<file path="config.mk">
export PLATFORM = sky130hd
export DESIGN_NAME = rar_front
export DESIGN_NICKNAME = d
export VERILOG_FILES = /design/src/rtl/rar_pkg.sv /design/src/rtl/rar_front.sv
export SDC_FILE = /design/constraint.sdc
export NUM_CORES = 2
export LEC_CHECK = 0
export ABC_AREA = 1
export BUFFER_PORTS_ARGS = -buffer_cell sky130_fd_sc_hd__buf_2
export CAP_MARGIN = 20
export CELL_PAD_IN_SITES_DETAIL_PLACEMENT = 0
export CELL_PAD_IN_SITES_GLOBAL_PLACEMENT = 1
export CORE_MARGIN = 2
export CORE_UTILIZATION = 45
export DETAILED_ROUTE_END_ITERATION = 16
export PLACE_DENSITY = 0.82
export REMOVE_ABC_BUFFERS = 1
export SLEW_MARGIN = 20
export SYNTH_ARGS = -nofsm -noshare
export SYNTH_HDL_FRONTEND = slang
export SYNTH_SLANG_ARGS = --single-unit
export TNS_END_PERCENT = 100
</file>
<file path="constraint.sdc">
create_clock -name clk_i -period 5.6 [get_ports clk_i]
set_clock_uncertainty 0.15 [all_clocks]
set_input_delay 0.28 -clock clk_i [delete_from_list [all_inputs] [get_ports clk_i]]
set_output_delay 0.28 -clock clk_i [all_outputs]
set_load 0.005 [all_outputs]
</file>
<file path="src/rtl/rar_pkg.sv">
// ----------------------------------------------------------------------------
// rar_pkg
// Shared types and constants of the rational arithmetic and reduction unit.
// ----------------------------------------------------------------------------
`default_nettype none

package rar_pkg;

  typedef enum logic [1:0] {
    CMD_ADD = 2'd0,
    CMD_SUB = 2'd1,
    CMD_MUL = 2'd2,
    CMD_DIV = 2'd3
  } rar_cmd_e;

  localparam int unsigned RES_NUM_W = 32;
  localparam int unsigned RES_DEN_W = 31;
  localparam int unsigned REM_W     = 30;

  typedef struct packed {
    logic num_neg;
    logic den_neg;
    logic err;
  } rar_flags_t;

  typedef struct packed {
    logic [RES_NUM_W-1:0] num;
    logic [RES_DEN_W-1:0] den;
    logic [RES_NUM_W-1:0] whole;
    logic [REM_W-1:0]     rem;
    logic                 mixed;
    logic                 status;
  } rar_result_t;

endpackage

`default_nettype wire

</file>
<file path="src/rtl/rar_front.sv">
// ----------------------------------------------------------------------------
// rar_front
// Operand magnitudes, cross products and signed sum: three register stages.
// ----------------------------------------------------------------------------
`default_nettype none

module rar_front import rar_pkg::*; #(
  parameter int unsigned W = 16
) (
  input  logic              clk_i,
  input  logic              rst_ni,
  input  logic              en_i,
  input  logic              valid_i,
  input  logic [1:0]        cmd_i,
  input  logic [W-1:0]      a_num_i,
  input  logic [W-1:0]      a_den_i,
  input  logic [W-1:0]      b_num_i,
  input  logic [W-1:0]      b_den_i,
  output logic              valid_o,
  output logic [2*W:0]      num_o,
  output logic [2*W:0]      den_o,
  output rar_flags_t        flags_o
);

  localparam int unsigned PW = 2 * W;
  localparam int unsigned NW = 2 * W + 1;

  logic [W-1:0] raw [4];
  logic [W-1:0] mag_d [4];
  logic         neg_d [4];

  assign raw[0] = a_num_i;
  assign raw[1] = a_den_i;
  assign raw[2] = b_num_i;
  assign raw[3] = b_den_i;

  always_comb begin
    for (int i = 0; i < 4; i++) begin
      neg_d[i] = raw[i][W-1];
      mag_d[i] = raw[i][W-1] ? (~raw[i]) + W'(1) : raw[i];
    end
  end

  logic         s1_valid_q;
  rar_cmd_e     s1_cmd_q;
  logic [W-1:0] s1_mag_q [4];
  logic         s1_neg_q [4];

  always_ff @(posedge clk_i or negedge rst_ni) begin
    if (!rst_ni) begin
      s1_valid_q <= 1'b0;
    end else if (en_i) begin
      s1_valid_q <= valid_i;
    end
  end

  always_ff @(posedge clk_i) begin
    if (en_i) begin
      s1_cmd_q <= rar_cmd_e'(cmd_i);
      for (int i = 0; i < 4; i++) begin
        s1_mag_q[i] <= mag_d[i];
        s1_neg_q[i] <= neg_d[i];
      end
    end
  end

  logic          s2_valid_q;
  rar_cmd_e      s2_cmd_q;
  logic [PW-1:0] s2_an_bd_q, s2_ad_bn_q, s2_ad_bd_q, s2_an_bn_q;
  logic          s2_sg_an_bd_q, s2_sg_ad_bn_q, s2_sg_ad_bd_q, s2_sg_an_bn_q;

  always_ff @(posedge clk_i or negedge rst_ni) begin
    if (!rst_ni) begin
      s2_valid_q <= 1'b0;
    end else if (en_i) begin
      s2_valid_q <= s1_valid_q;
    end
  end

  always_ff @(posedge clk_i) begin
    if (en_i) begin
      s2_cmd_q      <= s1_cmd_q;
      s2_an_bd_q    <= PW'(s1_mag_q[0]) * PW'(s1_mag_q[3]);
      s2_ad_bn_q    <= PW'(s1_mag_q[1]) * PW'(s1_mag_q[2]);
      s2_ad_bd_q    <= PW'(s1_mag_q[1]) * PW'(s1_mag_q[3]);
      s2_an_bn_q    <= PW'(s1_mag_q[0]) * PW'(s1_mag_q[2]);
      s2_sg_an_bd_q <= s1_neg_q[0] ^ s1_neg_q[3];
      s2_sg_ad_bn_q <= s1_neg_q[1] ^ s1_neg_q[2];
      s2_sg_ad_bd_q <= s1_neg_q[1] ^ s1_neg_q[3];
      s2_sg_an_bn_q <= s1_neg_q[0] ^ s1_neg_q[2];
    end
  end

  logic [PW-1:0] x_mag, y_mag, d_mag;
  logic          x_neg, y_neg, d_neg;
  logic [NW-1:0] sum_d;
  logic          sum_neg_d;

  always_comb begin
    x_mag = s2_an_bd_q;
    x_neg = s2_sg_an_bd_q;
    y_mag = '0;
    y_neg = 1'b0;
    d_mag = s2_ad_bd_q;
    d_neg = s2_sg_ad_bd_q;
    case (s2_cmd_q)
      CMD_ADD: begin
        y_mag = s2_ad_bn_q;
        y_neg = s2_sg_ad_bn_q;
      end
      CMD_SUB: begin
        y_mag = s2_ad_bn_q;
        y_neg = ~s2_sg_ad_bn_q;
      end
      CMD_MUL: begin
        x_mag = s2_an_bn_q;
        x_neg = s2_sg_an_bn_q;
      end
      CMD_DIV: begin
        d_mag = s2_ad_bn_q;
        d_neg = s2_sg_ad_bn_q;
      end
      default: begin
        y_mag = '0;
      end
    endcase
    x_neg = x_neg && (x_mag != '0);
    y_neg = y_neg && (y_mag != '0);
    d_neg = d_neg && (d_mag != '0);
    if (x_neg == y_neg) begin
      sum_d     = NW'(x_mag) + NW'(y_mag);
      sum_neg_d = x_neg;
    end else if (x_mag >= y_mag) begin
      sum_d     = NW'(x_mag - y_mag);
      sum_neg_d = x_neg;
    end else begin
      sum_d     = NW'(y_mag - x_mag);
      sum_neg_d = y_neg;
    end
    if (sum_d == '0) begin
      sum_neg_d = 1'b0;
    end
  end

  always_ff @(posedge clk_i or negedge rst_ni) begin
    if (!rst_ni) begin
      valid_o <= 1'b0;
    end else if (en_i) begin
      valid_o <= s2_valid_q;
    end
  end

  always_ff @(posedge clk_i) begin
    if (en_i) begin
      num_o           <= sum_d;
      den_o           <= NW'(d_mag);
      flags_o.num_neg <= sum_neg_d;
      flags_o.den_neg <= d_neg;
      flags_o.err     <= (d_mag == '0);
    end
  end

endmodule

`default_nettype wire

</file>
### After elaboration in Yosys (flattened, before gate mapping)

Memory sizes are Yosys's and may differ from the RTL's.
Index checks and enable logic that the tools add are counted.

* flip-flop bits (word level): 207
* bits in writable memories: 68
* bits of input ports: 70
* output and inout port bits: 70
* logic and storage cells: 71
* memories kept: 2

Memories
* s1_mag_q: words 4, bits a word 16, rd ports 4, clocked after memory_dff 0, write ports 4, RTL line rar_front.sv:46 `logic [W-1:0] s1_mag_q [4];`
* s1_neg_q: words 4, bits a word 1, rd ports 4, clocked after memory_dff 0, write ports 4, RTL line rar_front.sv:47 `logic s1_neg_q [4];`

* add/subtract/negate cells: 7
* multipliers: 4
* magnitude comparators: 1
* equality and inequality tests: 4
* mux-type cells: 16
* bitwise logic cells: 9
* reductions and logical operators: 10

Operators by type and width (count)
* $mul 16x16->32: 4
* $mux 32: 3
* $reduce_bool 32->1: 3
* $mux 33: 2
* $sub 32x32->33: 2
* $add 16x1->16 const B: 4
* $mux 16: 4
* $not 16->16: 4
* $add 32x32->33: 1
* $logic_not 33->1: 1
* $ge 32x32->1: 1
* $logic_not 32->1: 1
* $mux 1: 6
* $eq 2x2->1 const B: 2
* $xor 1x1->1: 4
* $logic_and 1x1->1: 3
* $eq 2x1->1 const B: 1
* $logic_not 2->1: 1
* $pmux 1 s2: 1
* $reduce_or 2->1: 1
* $eq 1x1->1: 1
* $not 1->1: 1

### Logic depth before layout (Yosys ltp)

* word-level depth: 8
* gate-level depth with buffers: 29
* depth with buffers taken out: 28

### Worst setup path before layout

No wires, ideal clock.

* path type: register to register
* from: mem s1_mag_q[1][10]
* to: reg s2_ad_bd_q[26] (data pin)
* setup time: 0.259 ns
* arrival: 5.548 ns
* path slack: -0.357 ns
* stages on the path, launching flop included: 23
* buffers on the path: 1
* period minus slack after synthesis: 5.957 ns
* path through: edfxtp_1 -> clkbuf_1 -> nand2_1 -> fa_1 -> fa_1 -> fa_1 -> fa_1 -> inv_1 -> fa_1 -> inv_1 -> fa_1 -> inv_1 -> ha_1 -> a21oi_1 -> inv_1 -> a21oi_1 -> a21boi_0 -> o21ai_0 -> a21oi_1 -> o21ai_0 -> nand3_1 -> nand2_1 -> xor2_1

RTL lines
* start: declaration: RTL line rar_front.sv:46
* end signal: assignment: RTL line rar_front.sv:85 `s2_ad_bd_q <= PW'(s1_mag_q[1]) * PW'(s1_mag_q[3]);`
* end: declaration: RTL line rar_front.sv:69 `logic [PW-1:0] s2_an_bd_q, s2_ad_bn_q, s2_ad_bd_q, s2_an_bn_q;`

==> summary.md <==
| Metric | Value |
|---|---|
| Result of the run | `finished with violations` |
| Violated checks | `negative setup slack` |
| Required time worst endpoint | `between 5 and 6 ns` |
| Antenna violations before repair | `1` |
| Element type at the critical path start | `flop` |
| Upper clock frequency limit | `between 0.15 and 0.2 GHz` |
| Clk Tree Root Cell | `sky130_fd_sc_hd__clkbuf_16` |
| Die Height | `348 um` |
| CTS tree | `built` |
| Worst R2R Setup Slack | `-0.36 ns` |
| Pin count of the biggest net entering global routing | `between 90 and 100` |
| Critical path data arrival time | `about 6 ns` |
| Most frequent standard cell in the layout excluding fill and tap cells | `sky130_fd_sc_hd__nand2_1` |
| Global-route total usage across every layer | `0.298` |
| Share of the cycle needed by the critical path after routing | `1.06` |
| Mux share of post-synthesis cell area | `0.00106` |
| Number of instances in the synthesized netlist | `~7000` |
| Transition time at the pin with the least slew margin | `roughly 0.98 ns` |
| Total of flip-flops plus latches after synthesis | `275` |
| Simple-gate portion of the synthesized area | `0.193` |
| Sum of net half-perimeters after detailed placement | `~150 mm` |
| Post-route worst setup slack | `-0.362 ns` |
| Synthesized-area fraction occupied by xor and xnor cells | `0.0367` |
| Grt met1 use | `0.373` |
| Cell total after placement | `roughly 9100` |
| Beginning of the worst register-to-register path | `s1_mag_q[2][4]` |
| Number of warnings issued by yosys | `0` |
| Vias in the first global route | `~48000` |
| Type of the worst setup path | `reg -> reg` |
| RePlAce Congestion | `a little over 1` |
| Wire length of the first global-routing pass | `approximately 270 mm` |
| Total CTS buffers | `36` |
| Width of the chip | `roughly 350 um` |
| Min-Delay Path Class | `in -> reg` |
| Final hold violation count | `0` |
| # Max-Cap Violations | `0` |
| Count of buffers from port buffering | `around 140` |
| Starting density of the core | `0.452` |
| Remaining max-slew budget at the tightest pin | `0.346` |
| Post-synthesis average cell area | `7.62 um^2` |
| Leading area contributor after synthesis | `sky130_fd_sc_hd__fa_1` |
| Global Route met2 Usage | `0.503` |
| Worst path max stage delay | `about 0.54 ns` |
| Number of remaining DRC errors | `0` |
| Time the worst path needs with I/O delays and setup | `roughly 6.0 ns` |
| Share of final-layout standard cells stronger than drive strength 1 | `0.173` |
| Netlist area before placement | `roughly 53000 um^2` |
| Final routed wire length divided by cell count | `a little under 20 um` |
| Fraction of the mapped netlist area in compound gates | `0.0443` |
| Worst setup path startpoint | `s1_mag_q[2][4]` |
| Adder-Cell Fraction of Synth Area | `0.415` |
| Post-DR vias/cell | `4.97` |
| Clock Pin Slew Worst Setup and Hold Paths | `about 0.06 ns` |
| Layout fillers | `~11000` |
| Number of setup violations in the final report | `58` |
| Pre-Repair DR Iteration Count | `6` |
| Endpoint class of the critical path | `flop` |
| Non-Filler Instances | `between 9000 and 10000` |
| Layout overhead on the synthesized area | `23.6%` |
| Core Area | `between 100000 and 150000 um^2` |
| Post-Route Setup TNS | `-9.80 ns` |
| Endpoint of the most critical setup path | `s2_an_bn_q[30]` |
| RSZ-0062 raised after global routing | `yes` |
| Final slew viol count | `0` |
| Antenna diode instance count | `0` |
| Highest-count cells in the layout ignoring fill and taps | `1977 x sky130_fd_sc_hd__nand2_1, 1841 x sky130_fd_sc_hd__inv_1, 756 x sky130_fd_sc_hd__fa_1` |
| Number of buffers between clock root and the deepest sink | `3` |
| Met3 routing resource usage after global routing | `0.0382` |
| Detailed-route wire length | `180 mm` |
| Standard-cell row count | `between 100 and 150` |
| Top-area cell type share of the netlist area | `0.293` |
| Number of vias in the routed layout | `about 46000` |
| Most Crowded Layer GR | `met2` |
| Number of routed nets with antenna violations | `0` |
| Number of distinct library cells after synthesis | `a little over 50` |
| Critical path peak fanout | `14` |
| CP max stage cell | `sky130_fd_sc_hd__fa_1` |
| Depth of the worst register-to-register path | `25` |
| Number of placed I/O pins | `140` |
| End of the worst register-to-register path | `s2_an_bn_q[30]` |
| Global route total overflow | `0` |
| Synth area leaders | `sky130_fd_sc_hd__fa_1 29%, sky130_fd_sc_hd__edfxtp_1 15%, sky130_fd_sc_hd__nand2_1 14%` |
| Clock insertion delay at the later pin of the skew report | `0.63 ns` |
| Number of design-rule violations left by the first detailed-router iteration | `around 3200` |
| Die Outline Area | `around 120000 um^2` |
| Seq/Total Area, Yosys | `0.155` |
| Layout net count | `9147` |
| Placement-stage worst setup slack | `-0.657 ns` |
| Main combinational cell family by area after synthesis | `adder cells` |
| CTS sink cnt | `about 280` |
| H-tree levels | `2` |
[through the flow]
| step | util | cell area (um^2) | hold WS (ns) |
|---|---|---|---|
| floorplan | - | 52100 | -0.166 |
| global placement | 0.516 | 60700 | -0.0731 |
| detailed placement | 0.516 | 60700 | -0.0696 |
| CTS | 0.551 | 64800 | 0.0570 |
| global route | 0.559 | 65700 | 0.0710 |
| finish | 0.559 | 65700 | 0.0496 |
[layer usage]
metal	routed length, um	vias up
met5	0	-
met4	11500	0
met3	10900	381
met2	85700	1549
met1	71800	22432
li1	-	22024
[how the worst min path moves through the flow]
stage | start | depth (start not counted) | endpoint
after CTS | en_i | 1 | num_o[4]
after global placement | rst_ni | 1 | valid_o
after floorplan | rst_ni | 0 | s1_valid_q
final | en_i | 2 | s2_valid_q
after global routing | en_i | 1 | num_o[2]
after detailed placement | rst_ni | 1 | valid_o
[kinds of logic (layout without fill, tap and decap cells)]
group	count (synthesis)	after routing
AND/OR/NAND/NOR	2596	2596
buffers and inverters	2155	2984
adder cells (fa/ha/maj)	1295	1295
AO/OA/AOI/OAI	427	427
flip-flops	275	275
XOR/XNOR	223	223
multiplexers	5	5
other	1	1
[sequential cells by signal, summed over array words and instances, names as in the netlist]
register	count
s1_neg_q	4
s1_valid_q	1
s2_sg_ad_bd_q	1
s1_mag_q	64
s2_valid_q	1
flags_o	3
s2_sg_an_bn_q	1
s2_ad_bn_q	32
valid_o	1
s1_cmd_q	2
s2_ad_bd_q	32
s2_an_bd_q	32
den_o	32
s2_an_bn_q	32
num_o	33
s2_sg_ad_bn_q	1
s2_sg_an_bd_q	1
s2_cmd_q	2
[synthesized netlist by cell type (all sizes together)]
| cell | instances |
|---|---|
| a21oi | 207 |
| nor2 | 286 |
| nand3b | 20 |
| o311a | 1 |
| nor3 | 26 |
| o2111ai | 4 |
| dfrtp | 3 |
| a21o | 5 |
| o31ai | 9 |
| a31oi | 9 |
| or2 | 2 |
| nand3 | 164 |
| o21a | 8 |
| o21bai | 26 |
| conb | 1 |
| xor2 | 168 |
| a21boi | 7 |
| mux2 | 5 |
| or4 | 1 |
| xnor2 | 55 |
| a211oi | 5 |
| nor4 | 20 |
| inv | 1900 |
| o221ai | 1 |
| and3 | 2 |
| fa | 779 |
| buf | 48 |
| o211ai | 7 |
| nand2 | 2036 |
| o41ai | 1 |
| nand4 | 34 |
| and2 | 5 |
| ha | 516 |
| clkbuf | 207 |
| edfxtp | 272 |
| o21ai | 135 |
| a221oi | 2 |
[critical path, delay by kind of cell (launching register included)]
kind	cells	cell delay, ns
compound gates	4	0.58
simple gates	4	0.32
xor+xnor	1	0.14
buf+inv	9	0.85
fa+ha+maj	7	3.24
flops	1	0.41
[what timing repair did]
action,in CTS,in global routing
endpoints found under the hold margin,74,0
cloned,4,1
hold buffers,81,0
pin swaps,78,93
endpoints found under the setup margin,69,73
resized for setup,343,173
buffers inserted,58,23
[final cells by class]
class | instances | area [um^2] | area share
inverter | 1900 | 7130 | 0.109
sequential | 275 | 8240 | 0.125
multi-input combinational | 4547 | 38500 | 0.586
clock buffer | 39 | 912 | 0.0139
clock inverter | 23 | 337 | 0.00512
timing repair buffer | 1022 | 8660 | 0.132
tap | 1536 | 1920 | 0.0293
Power is left out: the tool's default activity adds up to more than one toggle a clock period on the data nets, which glitch-free logic cannot reach.
